$ cat src/rtl/rcdb_pkg.sv
// shared types and constants of the direct-bit range encoder
package rcdb_pkg;

    localparam int DATA_W          = 32;
    localparam int COUNT_W         = 6;
    localparam int LOW_W           = 33;
    localparam int RANGE_W         = 32;
    localparam int BYTE_W          = 8;
    localparam int FILL_W          = 32;
    localparam int MAX_DIRECT_BITS = 32;
    localparam int IDX_W           = $clog2(MAX_DIRECT_BITS);

    localparam logic [RANGE_W-1:0] TOP_LIMIT  = 32'h0100_0000;
    localparam logic [RANGE_W-1:0] RANGE_INIT = 32'hFFFF_FFFF;
    localparam logic [FILL_W-1:0]  FILL_MAX   = 32'hFFFF_FFFF;
    localparam logic [BYTE_W-1:0]  BYTE_ONES  = 8'hFF;

    localparam logic [1:0] REQ_BITS  = 2'd0;
    localparam logic [1:0] REQ_SHIFT = 2'd1;
    localparam logic [1:0] REQ_RESET = 2'd2;

    typedef enum logic [1:0] {
        ST_IDLE,
        ST_BIT,
        ST_SHIFT,
        ST_END
    } rcdb_state_t;

    typedef struct packed {
        logic load;
        logic clear;
        logic bit_step;
        logic shift_step;
        logic flush_hold;
    } rcdb_cmd_t;

    typedef struct packed {
        logic count_zero;
        logic count_last;
        logic norm_needed;
        logic byte_release;
        logic hold_valid;
        logic out_free;
    } rcdb_status_t;

    typedef struct packed {
        logic [BYTE_W-1:0] lead_byte;
        logic [BYTE_W-1:0] fill_byte;
        logic [FILL_W-1:0] fill_count;
        logic              last;
    } rcdb_res_t;

endpackage

$ cat src/rtl/rcdb_req_if.sv
// request and result channel interfaces
interface rcdb_req_if import rcdb_pkg::*; ();
    logic               valid;
    logic               ready;
    logic [1:0]         req_type;
    logic [DATA_W-1:0]  bits_value;
    logic [COUNT_W-1:0] bits_used;

    modport source (output valid, output req_type, output bits_value, output bits_used,
                    input ready);
    modport sink (input valid, input req_type, input bits_value, input bits_used,
                  output ready);
endinterface

interface rcdb_res_if import rcdb_pkg::*; ();
    logic              valid;
    logic              ready;
    logic [BYTE_W-1:0] lead_byte;
    logic [BYTE_W-1:0] fill_byte;
    logic [FILL_W-1:0] fill_count;
    logic              last;

    modport source (output valid, output lead_byte, output fill_byte, output fill_count,
                    output last, input ready);
    modport sink (input valid, input lead_byte, input fill_byte, input fill_count,
                  input last, output ready);
endinterface

$ cat src/rtl/rcdb_datapath.sv
// coder state, bit step, low shift, held result and output register
module rcdb_datapath import rcdb_pkg::*; (
    input  logic               clk,
    input  logic               rst_n,
    input  rcdb_cmd_t          cmd,
    output rcdb_status_t       status,
    input  logic [DATA_W-1:0]  bits_value,
    input  logic [COUNT_W-1:0] bits_used,
    rcdb_res_if.source         res
);

    logic [LOW_W-1:0]   low_reg, low_next;
    logic [RANGE_W-1:0] range_reg, range_next;
    logic [BYTE_W-1:0]  cached_reg, cached_next;
    logic [FILL_W-1:0]  pending_reg, pending_next;
    logic [DATA_W-1:0]  value_reg, value_next;
    logic [COUNT_W-1:0] count_reg, count_next;
    logic               hold_valid_reg, hold_valid_next;
    logic               out_valid_reg, out_valid_next;
    rcdb_res_t          hold_reg, hold_next;
    rcdb_res_t          out_reg, out_next;

    logic [RANGE_W-1:0] half;
    logic [LOW_W-1:0]   low_sum;
    logic [COUNT_W-1:0] count_dec;
    logic [IDX_W-1:0]   bit_idx;
    logic               cur_bit;
    logic               norm;
    logic               byte_release;
    logic               carry;
    logic               out_free;
    rcdb_res_t          new_res;

    assign half         = range_reg >> 1;
    assign low_sum      = low_reg + {1'b0, half};
    assign count_dec    = count_reg - COUNT_W'(1);
    assign bit_idx      = count_dec[IDX_W-1:0];
    assign cur_bit      = value_reg[bit_idx];
    assign norm         = half < TOP_LIMIT;
    assign carry        = low_reg[LOW_W-1];
    // a byte leaves unless it may still be hit by a carry (top byte all ones)
    assign byte_release = carry || (low_reg[RANGE_W-1 -: BYTE_W] != BYTE_ONES);
    assign out_free     = !out_valid_reg || res.ready;

    assign new_res.lead_byte  = cached_reg + {{(BYTE_W-1){1'b0}}, carry};
    assign new_res.fill_byte  = BYTE_ONES + {{(BYTE_W-1){1'b0}}, carry};
    assign new_res.fill_count = pending_reg;
    assign new_res.last       = 1'b0;

    assign status.count_zero   = count_reg == '0;
    assign status.count_last   = count_reg == COUNT_W'(1);
    assign status.norm_needed  = norm;
    assign status.byte_release = byte_release;
    assign status.hold_valid   = hold_valid_reg;
    assign status.out_free     = out_free;

    always_comb
    begin
        low_next        = low_reg;
        range_next      = range_reg;
        cached_next     = cached_reg;
        pending_next    = pending_reg;
        value_next      = value_reg;
        count_next      = count_reg;
        hold_next       = hold_reg;
        hold_valid_next = hold_valid_reg;
        out_next        = out_reg;
        out_valid_next  = out_valid_reg && !res.ready;

        if (cmd.clear)
        begin
            low_next     = '0;
            range_next   = RANGE_INIT;
            cached_next  = '0;
            pending_next = '0;
        end

        if (cmd.load)
        begin
            value_next = bits_value;
            if (bits_used > COUNT_W'(MAX_DIRECT_BITS))
                count_next = COUNT_W'(MAX_DIRECT_BITS);
            else
                count_next = bits_used;
        end

        if (cmd.bit_step)
        begin
            count_next = count_dec;
            if (cur_bit)
                low_next = low_sum;
            if (norm)
                range_next = {half[RANGE_W-BYTE_W-1:0], {BYTE_W{1'b0}}};
            else
                range_next = half;
        end

        if (cmd.shift_step)
        begin
            low_next = {1'b0, low_reg[RANGE_W-BYTE_W-1:0], {BYTE_W{1'b0}}};
            if (byte_release)
            begin
                cached_next     = low_reg[RANGE_W-1 -: BYTE_W];
                pending_next    = '0;
                hold_next       = new_res;
                hold_valid_next = 1'b1;
                // the earlier group is not the final one of this request
                if (hold_valid_reg)
                begin
                    out_next       = hold_reg;
                    out_next.last  = 1'b0;
                    out_valid_next = 1'b1;
                end
            end
            else if (pending_reg != FILL_MAX)
            begin
                pending_next = pending_reg + FILL_W'(1);
            end
        end

        if (cmd.flush_hold)
        begin
            out_next        = hold_reg;
            out_next.last   = 1'b1;
            out_valid_next  = 1'b1;
            hold_valid_next = 1'b0;
        end
    end

    always_ff @(posedge clk or negedge rst_n)
    begin
        if (!rst_n)
        begin
            low_reg        <= '0;
            range_reg      <= RANGE_INIT;
            cached_reg     <= '0;
            pending_reg    <= '0;
            count_reg      <= '0;
            hold_valid_reg <= 1'b0;
            out_valid_reg  <= 1'b0;
        end
        else
        begin
            low_reg        <= low_next;
            range_reg      <= range_next;
            cached_reg     <= cached_next;
            pending_reg    <= pending_next;
            count_reg      <= count_next;
            hold_valid_reg <= hold_valid_next;
            out_valid_reg  <= out_valid_next;
        end
    end

    always_ff @(posedge clk)
    begin
        value_reg <= value_next;
        hold_reg  <= hold_next;
        out_reg   <= out_next;
    end

    assign res.valid      = out_valid_reg;
    assign res.lead_byte  = out_reg.lead_byte;
    assign res.fill_byte  = out_reg.fill_byte;
    assign res.fill_count = out_reg.fill_count;
    assign res.last       = out_reg.last;

    a_range_normalized: assert property (@(posedge clk) disable iff (!rst_n)
        range_reg >= TOP_LIMIT)
        else $error("range fell below the renormalization limit");

    a_flush_needs_room: assert property (@(posedge clk) disable iff (!rst_n)
        cmd.flush_hold |-> hold_valid_reg && out_free)
        else $error("held result flushed without room or content");

    a_release_needs_room: assert property (@(posedge clk) disable iff (!rst_n)
        cmd.shift_step && byte_release && hold_valid_reg |-> out_free)
        else $error("held result overwritten while output is busy");

    a_shift_clears_carry: assert property (@(posedge clk) disable iff (!rst_n)
        cmd.shift_step && !cmd.clear |=> !low_reg[LOW_W-1])
        else $error("carry bit survived a low shift");

endmodule

$ cat src/rtl/rcdb_ctrl.sv
// sequencing state machine of the direct-bit range encoder
module rcdb_ctrl import rcdb_pkg::*; (
    input  logic         clk,
    input  logic         rst_n,
    input  logic         req_valid,
    input  logic [1:0]   req_type,
    input  logic         bits_zero,
    output logic         req_ready,
    input  rcdb_status_t status,
    output rcdb_cmd_t    cmd
);

    rcdb_state_t state_reg, state_next;
    logic        shift_stall;

    // a released byte group must push the held one out first
    assign shift_stall = status.byte_release && status.hold_valid && !status.out_free;

    always_comb
    begin
        state_next = state_reg;
        case (state_reg)
            ST_IDLE:
            begin
                if (req_valid)
                begin
                    case (req_type)
                        REQ_BITS:  state_next = bits_zero ? ST_IDLE : ST_BIT;
                        REQ_SHIFT: state_next = ST_SHIFT;
                        default:   state_next = ST_IDLE;
                    endcase
                end
            end
            ST_BIT:
            begin
                if (status.norm_needed)
                    state_next = ST_SHIFT;
                else if (status.count_last)
                    state_next = ST_END;
                else
                    state_next = ST_BIT;
            end
            ST_SHIFT:
            begin
                if (shift_stall)
                    state_next = ST_SHIFT;
                else if (status.count_zero)
                    state_next = ST_END;
                else
                    state_next = ST_BIT;
            end
            ST_END:
            begin
                if (!status.hold_valid || status.out_free)
                    state_next = ST_IDLE;
            end
            default: state_next = ST_IDLE;
        endcase
    end

    always_comb
    begin
        req_ready      = 1'b0;
        cmd            = '0;
        case (state_reg)
            ST_IDLE:
            begin
                req_ready = 1'b1;
                cmd.load  = req_valid && (req_type == REQ_BITS) && !bits_zero;
                cmd.clear = req_valid && (req_type == REQ_RESET);
            end
            ST_BIT:   cmd.bit_step   = 1'b1;
            ST_SHIFT: cmd.shift_step = !shift_stall;
            ST_END:   cmd.flush_hold = status.hold_valid && status.out_free;
            default:  cmd = '0;
        endcase
    end

    always_ff @(posedge clk or negedge rst_n)
    begin
        if (!rst_n)
            state_reg <= ST_IDLE;
        else
            state_reg <= state_next;
    end

endmodule

$ cat src/rtl/range_coder_direct_bits.sv
// direct-bit range encoder: request channel in, byte-group result channel out
//
// requests arrive on req (valid/ready). req_type selects: encode bits_used
// direct bits of bits_value msb first, shift low once (flush), or reset the
// coder. results leave on res as a lead byte plus a run of fill_count fill
// bytes; last marks the final group a request caused. requests that release
// no byte give no result.
// a request is taken only while the sequencer is idle. an encode request steps
// through its bits one at a time in the halving adder, does one low byte
// shift per renormalization it hits, and then closes out the held group; a
// shift request does one low byte shift and closes out, a reset request
// only clears the coder state.
// each released group is held until last can be decided; when the
// receiver stalls, the output register keeps its group and the sequencer
// waits only when it must push another group into that register.
// reset puts low and the cached byte to zero, range to all ones, clears the
// pending count and empties the held and output groups.
module range_coder_direct_bits import rcdb_pkg::*; (
    input  logic       clk,
    input  logic       rst_n,
    rcdb_req_if.sink   req,
    rcdb_res_if.source res
);

    rcdb_cmd_t    cmd;
    rcdb_status_t status;

    rcdb_ctrl u_ctrl (
        .clk       (clk),
        .rst_n     (rst_n),
        .req_valid (req.valid),
        .req_type  (req.req_type),
        .bits_zero (req.bits_used == '0),
        .req_ready (req.ready),
        .status    (status),
        .cmd       (cmd)
    );

    rcdb_datapath u_datapath (
        .clk        (clk),
        .rst_n      (rst_n),
        .cmd        (cmd),
        .status     (status),
        .bits_value (req.bits_value),
        .bits_used  (req.bits_used),
        .res        (res)
    );

endmodule
$ cat src/flat_wrapper.sv
// flat-port wrapper written by rule: the top's interface ports become plain ports
module range_coder_direct_bits_flat import rcdb_pkg::*;
  (clk, rst_n, req_valid, req_req_type, req_bits_value, req_bits_used, req_ready, res_valid, res_lead_byte, res_fill_byte, res_fill_count, res_last, res_ready);
  rcdb_req_if req_i ();
  rcdb_res_if res_i ();
  input  logic clk;
  input  logic rst_n;
  input wire logic [$bits(req_i.valid)-1:0] req_valid;
  input wire logic [$bits(req_i.req_type)-1:0] req_req_type;
  input wire logic [$bits(req_i.bits_value)-1:0] req_bits_value;
  input wire logic [$bits(req_i.bits_used)-1:0] req_bits_used;
  output wire logic [$bits(req_i.ready)-1:0] req_ready;
  output wire logic [$bits(res_i.valid)-1:0] res_valid;
  output wire logic [$bits(res_i.lead_byte)-1:0] res_lead_byte;
  output wire logic [$bits(res_i.fill_byte)-1:0] res_fill_byte;
  output wire logic [$bits(res_i.fill_count)-1:0] res_fill_count;
  output wire logic [$bits(res_i.last)-1:0] res_last;
  input wire logic [$bits(res_i.ready)-1:0] res_ready;
  assign req_i.valid = req_valid;
  assign req_i.req_type = req_req_type;
  assign req_i.bits_value = req_bits_value;
  assign req_i.bits_used = req_bits_used;
  assign req_ready = req_i.ready;
  assign res_valid = res_i.valid;
  assign res_lead_byte = res_i.lead_byte;
  assign res_fill_byte = res_i.fill_byte;
  assign res_fill_count = res_i.fill_count;
  assign res_last = res_i.last;
  assign res_i.ready = res_ready;
  range_coder_direct_bits u_core (.clk(clk), .rst_n(rst_n), .req(req_i), .res(res_i));
endmodule
$ cat config.mk
export PLATFORM = sky130hd
export DESIGN_NAME = range_coder_direct_bits_flat
export DESIGN_NICKNAME = d
export VERILOG_FILES = /design/src/rtl/rcdb_pkg.sv /design/src/rtl/rcdb_req_if.sv /design/src/rtl/rcdb_datapath.sv /design/src/rtl/rcdb_ctrl.sv /design/src/rtl/range_coder_direct_bits.sv /design/src/flat_wrapper.sv
export SDC_FILE = /design/constraint.sdc
export NUM_CORES = 1
export LEC_CHECK = 0
export BUFFER_PORTS_ARGS = -buffer_cell sky130_fd_sc_hd__buf_2
export CORE_UTILIZATION = 28
export CTS_CLUSTER_SIZE = 30
export DETAILED_ROUTE_END_ITERATION = 8
export GPL_ROUTABILITY_DRIVEN = 0
export HOLD_SLACK_MARGIN = 0.08
export PLACE_DENSITY = 0.46
export SETUP_SLACK_MARGIN = 0.15
export SYNTH_ARGS = -nofsm -noshare
export SYNTH_HDL_FRONTEND = slang
export SYNTH_SLANG_ARGS = --single-unit
$ cat constraint.sdc
create_clock -name clk -period 4.8 [get_ports clk]
set_input_delay 0.96 -clock clk [delete_from_list [all_inputs] [get_ports clk]]
set_output_delay 0.96 -clock clk [all_outputs]
set_load 0.01 [all_outputs]
# ---- After elaboration in Yosys (flattened, before gate mapping)
# Index checks and enable logic that the tools add are counted.
dict set report word_totals {
  register_bits 244
  word_cells 108
}
dict set report op_classes {
  muxes 44
  eq_ne 10
  n_reduce_logical 30
  add_sub_neg 5
  magnitude_cmp 3
}
# operator count
set op_table {}
lappend op_table {{two-way mux 32 bit} 7}
lappend op_table {{two-way mux 49 bit} 4}
lappend op_table {{two-way mux 33 bit} 4}
lappend op_table {{adder 33 x 31 -> 33 bit} 1}
lappend op_table {{adder 32 x 1 -> 32 bit (second input constant)} 1}
lappend op_table {{inequality test 32 bit (second input constant)} 1}
lappend op_table {{< comparator 31 x 25 -> 1 bit (second input constant)} 1}
lappend op_table {{two-way mux 8 bit} 3}
lappend op_table {{two-way mux 6 bit} 3}
lappend op_table {{two-way mux 2 bit} 7}
lappend op_table {{two-way mux 1 bit} 13}
lappend op_table {{logical NOT 6 bit} 2}
lappend op_table {{nonzero test 2 bit} 5}
lappend op_table {{adder 8 x 1 -> 8 bit} 1}
lappend op_table {{inequality test 8 bit (second input constant)} 1}
lappend op_table {{one-hot mux 2 bit (4 select lines)} 1}
lappend op_table {{logical AND 1 bit} 7}
lappend op_table {{== test 2 bit (second input constant)} 3}
lappend op_table {{== test 6 x 1 -> 1 bit (second input constant)} 1}
lappend op_table {{greater-than comparator 6 bit (second input constant)} 1}
lappend op_table {{logical NOT 1 bit} 6}
lappend op_table {{< comparator 5 x 6 -> 1 bit (second input constant)} 1}
lappend op_table {{AND reduction 2 bit} 3}
lappend op_table {{AND reduction 3 bit} 2}
lappend op_table {{8 further kinds} 13}

# ---- Depth between registers and ports, before layout
dict set report depth {
  ltp_word 8
  depth_mapped 12
  depth_no_buf 12
}

# ---- By module
# From an unflattened synthesis, not the netlist that was laid out.
dict set report hier_totals {
  hier_cells 1071
  area_unflattened_um2 11466.0
}
# module area_each_um2 n_inst seq_area_each_um2 cells_per_inst
set modules_own_cells {}
lappend modules_own_cells {rcdb_datapath 11232.0 1 6284.8 1042}
lappend modules_own_cells {rcdb_ctrl 216.5 1 50.0 27}
lappend modules_own_cells {range_coder_direct_bits 17.5 1 0.0 2}

# ---- Worst setup path before layout
# No wires, ideal clock.
dict set report synth_path {
  kind {input to register}
  startpoint {input res_ready}
  endpoint {register u_core.u_datapath.hold_reg[10] (netlist bit), enable pin}
  stages 7
  arrival_ns 3.139
  path_slack_ns 1.239
  setup_time_ns 0.422
  cell_sequence {nand2b_1 > nor2_1 > a21oi_1 > buf_2 > nand2_1 > inv_1 > clkbuf_1}
}
dict set report synth_via {
  elab_chain_len 6
}
# element line
set synth_rtl {}
lappend synth_rtl {{start, declared} flat_wrapper.sv:18} ;# input wire logic [$bits(res_i.ready)-1:0] res_ready;
lappend synth_rtl {{logical OR 1 bit} rcdb_datapath.sv:43} ;# assign out_free = !out_valid_reg || res.ready;
lappend synth_rtl {{logical NOT 1 bit} rcdb_ctrl.sv:17} ;# assign shift_stall = status.byte_release && status.hold_valid && !status.out_free;
lappend synth_rtl {{logical AND 1 bit} rcdb_ctrl.sv:17}
lappend synth_rtl {{logical NOT 1 bit} rcdb_ctrl.sv:73} ;# ST_SHIFT: cmd.shift_step = !shift_stall;
lappend synth_rtl {{two-way mux 1 bit} rcdb_ctrl.sv:65} ;# case (state_reg)
lappend synth_rtl {{AND reduction 2 bit (no source line)} -}
lappend synth_rtl {{end signal, assigned} rcdb_datapath.sv:157} ;# hold_reg <= hold_next;
lappend synth_rtl {{end, declared} rcdb_datapath.sv:20} ;# rcdb_res_t hold_reg, hold_next;
# No other way between the ends.
# A chain may end at the register's enable or synchronous reset.

# ---- Final worst setup path
dict set report layout_path {
  startpoint {register u_core.u_datapath.count_reg[0]}
  endpoint {register u_core.u_datapath.low_reg[9]}
}
dict set report layout_via {
  elab_chain_len 6
}
# element line
set layout_rtl {}
lappend layout_rtl {{start, declared} rcdb_datapath.sv:17} ;# logic [COUNT_W-1:0] count_reg, count_next;
lappend layout_rtl {{start signal, assigned} rcdb_datapath.sv:148} ;# count_reg <= count_next;
lappend layout_rtl {{subtractor 6 x 1 -> 6 bit} rcdb_datapath.sv:36} ;# assign count_dec = count_reg - COUNT_W'(1);
lappend layout_rtl {{binary-select mux 1 bit (select 5 bit)} rcdb_datapath.sv:38} ;# assign cur_bit = value_reg[bit_idx];
lappend layout_rtl {{two-way mux 1 bit (not written as such)} rcdb_datapath.sv:38}
lappend layout_rtl {{two-way mux 33 bit} rcdb_datapath.sv:90} ;# if (cur_bit)
lappend layout_rtl {{two-way mux 33 bit} rcdb_datapath.sv:87} ;# if (cmd.bit_step)
lappend layout_rtl {{two-way mux 33 bit} rcdb_datapath.sv:98} ;# if (cmd.shift_step)
lappend layout_rtl {{named net u_core.u_datapath.low_next[9]} rcdb_datapath.sv:12} ;# logic [LOW_W-1:0] low_reg, low_next;
lappend layout_rtl {{end signal, assigned} rcdb_datapath.sv:144} ;# low_reg <= low_next;
lappend layout_rtl {{end, declared} rcdb_datapath.sv:12}
# The timed path passes the listed nets, and every way through them passes these cells. The select of a mux whose other input is x is not followed.

==> results.cfg <==
[clock_tree]
worstSkewPairLatency_ns = 0.55
clock_sinks = 229
cts-buffers-inserted = 26
clock_path_buffers = 3
cts_tree = yes
postCtsSetupBuffers = 0
htree_levels = 1
clkTransAtPathRegs_ns = 0.06
cts_resized = 0
hold_buffers = 0
ctsRootBufferMaster = clkbuf_16

[logic_synthesis]
ys_types = 64
synth_fp_nets = 1130
syn_avg_cell_area_um2 = 10.8
ys_ff_latch = 229
synth_flop_cell = edfxtp_1
ys_seq_area_share_pct = 56.2
synthCells = 1048
synth-async-reset-ratio_pct = 49.8
synth_area_um2 = 11300
ys_warn_count = 0
synth_edf_count = 114

[floorplan]
fp.dieW_um = 203
io_pins = 95
die_area_um2 = 41100
start_util_pct = 28.4
fp-row-count = 73
die_y_um = 203
fp.coreArea_um2 = 39700

[global_route]
grt_pass1_vias = 8093
track_usage_pct = 13.2
grt_pass1_wl_um = 44100
grt_overflow_total = 0
grt_start_max_net_pins = 61
antenna_found_initial = 0

[setup_path]
start_kind = flip-flop
cp_common_cell = mux4_2
cp_data_arrival_time_ns = 4.05
required_ns = 5.21
cp-end-kind = flip-flop
path_max_fanout = 60
crit_type = reg2reg
crit_chain = inv_1, ha_1, mux4_2, mux4_2, mux2_2, nand2_4, nor2_1, a311oi_1, a21oi_1
rrSetupSlack_ns = 1.16
path_delay_family = multiplexers
slowest_delay_ns = 0.73
crit_slowest_cell = dfrtp_1
path_buf_inv = 1

[route]
wirelength_um = 27000
routedWlPerCell_um = 16.2
ant_nets = 0
first_pass_iters = 5
drtIter0Drc = 545
vias = 8140
drcViolationCount = 0
vias_per_cell = 4.88

[outcome]
outcome = complete, no violations

[pwr]
power.leakage_nw = 5.21
vdd_drop_max_v = 0.000236
powerDensity_nw_per_um2 = 555
p_total_mw = 7.26

[layout]
layout.nets = 1206
syn2layout_area_growth_pct = 16.0
layout_common_cells = edfxtp_1, nand2_1, buf_2
largest_reg_flops = 41
diodes = 0
drive_gt1_share_pct = 17.1
final_common_cell = edfxtp_1

[run]
maxCapViolations = 0

[sta]
rsz0062_at_grt = no
fin_crit_sh_pct = 75.9
fmax_mhz = 274
slew_viol_final = 0
hold_viol = 0
setup_viol = 0
finalClockSkew_ns = 0.0210
period_needed_ns = 3.64
tightest_slew_ns = 1.05
slew_headroom_pct = 29.9
tns_ns = 0

[worst_hold_path]
min_path_type = in2async

[placement]
dp_hpwl_um = 18700
io_buffers = 94
-- per-layer routing --
metal | global-route usage, % | vias up | part of all wire [%]
met5 | 0 | - | 0
met4 | 3.41 | 0 | 2.1
met3 | 2.20 | 41 | 3.6
met2 | 22.0 | 143 | 48
met1 | 17.8 | 3950 | 47
li1 | - | 4006 | -
-- stage by stage --
step | instances | cell area [um^2] | utilization, % | setup slack [ns] | hold WS [ns]
after global routing | 1669 | 13100 | 32.9 | 0.870 | 0.518
after floorplan | 1048 | 11300 | - | 1.24 | 0.423
final | 1669 | 13100 | 32.9 | 1.16 | 0.496
after detailed placement | 1621 | 12200 | 30.8 | 1.13 | 0.482
after CTS | 1669 | 13100 | 32.9 | 1.11 | 0.496
after global placement | 1621 | 12200 | 30.8 | 1.23 | 0.471
-- logic make-up after synthesis --
group,after synthesis,synth area share [%]
compound gates,252,14.0
fa+ha+maj,38,4.29
simple gates,392,16.7
xor+xnor,45,3.50
flops,229,56.2
buf+inv,80,3.12
mux,12,2.22
-- power breakdown --
| group | switching, mW | total [mW] | internal, mW | leakage [nW] |
|---|---|---|---|---|
| Combinational | 1.49 | 2.66 | 1.16 | 2.30 |
| Sequential | 0.281 | 2.66 | 2.38 | 2.49 |
| Clock | 0.812 | 1.94 | 1.13 | 0.411 |
| Total | 2.59 | 7.26 | 4.67 | 5.21 |
-- Yosys cell counts (3+ instances only) --
cell,instances,area [um^2]
a211o_1,3,26.3
a211oi_1,5,37.5
a21o_1,8,60.1
a21oi_1,74,370
a221o_1,3,30.0
a22oi_1,4,30.0
a31oi_1,47,294
a32oi_1,7,61.3
a41oi_1,3,26.3
and2_1,44,275
and3_1,12,75.1
and4_1,5,43.8
buf_1,3,11.3
buf_2,5,25.0
buf_4,10,75.1
clkbuf_1,39,146
dfrtp_1,83,2080
dfstp_2,31,815
edfxtp_1,114,3420
ha_1,37,463
inv_1,22,82.6
mux4_2,9,203
nand2_1,108,405
nand2b_1,9,56.3
nand3_1,41,205
nand4_1,17,106
nor2_1,89,334
nor2b_1,7,43.8
nor3_1,43,215
nor4_1,5,31.3
o211ai_1,4,30.0
o21a_1,10,75.1
o21ai_0,52,260
o21bai_1,3,22.5
o221ai_1,3,26.3
o22ai_1,3,18.8
o31ai_1,7,52.6
or3_1,4,25.0
or4_1,3,22.5
xnor2_1,23,201
xor2_1,22,193
-- final timing paths --
| path | start | to | cells past startpoint |
|---|---|---|---|
| setup / recovery | u_core.u_datapath.count_reg[0] | u_core.u_datapath.low_reg[9] | 9 |
| hold / removal | rst_n | u_core.u_datapath.low_reg[1] | 1 |
| setup reg to reg | u_core.u_datapath.count_reg[0] | u_core.u_datapath.low_reg[9] | 9 |
| hold reg to reg | u_core.u_datapath.res.last | u_core.u_datapath.res.last | 2 |
| max in group asynchronous | rst_n | u_core.u_datapath.range_reg[23] | 2 |
| min in group clk | u_core.u_datapath.res.last | u_core.u_datapath.res.last | 2 |
-- worst reg2reg max path, stage by stage, from the launching register on --
cell	delay [ns]
dfrtp_1	0.73
inv_1	0.15
ha_1	0.53
mux4_2	0.35
mux4_2	0.47
mux2_2	0.34
nand2_4	0.47
nor2_1	0.13
a311oi_1	0.27
a21oi_1	0.06
-- area by class of cell --
type | instances | area (um^2)
fillers | 4050 | 26700
flip-flops and latches | 229 | 6330
multi-input cells | 739 | 4600
clock buffers | 30 | 686
well taps | 525 | 657
repair buffers | 106 | 563
clock inverters | 18 | 153
inverters | 22 | 82.6
Power figures use the tool's default switching activity.
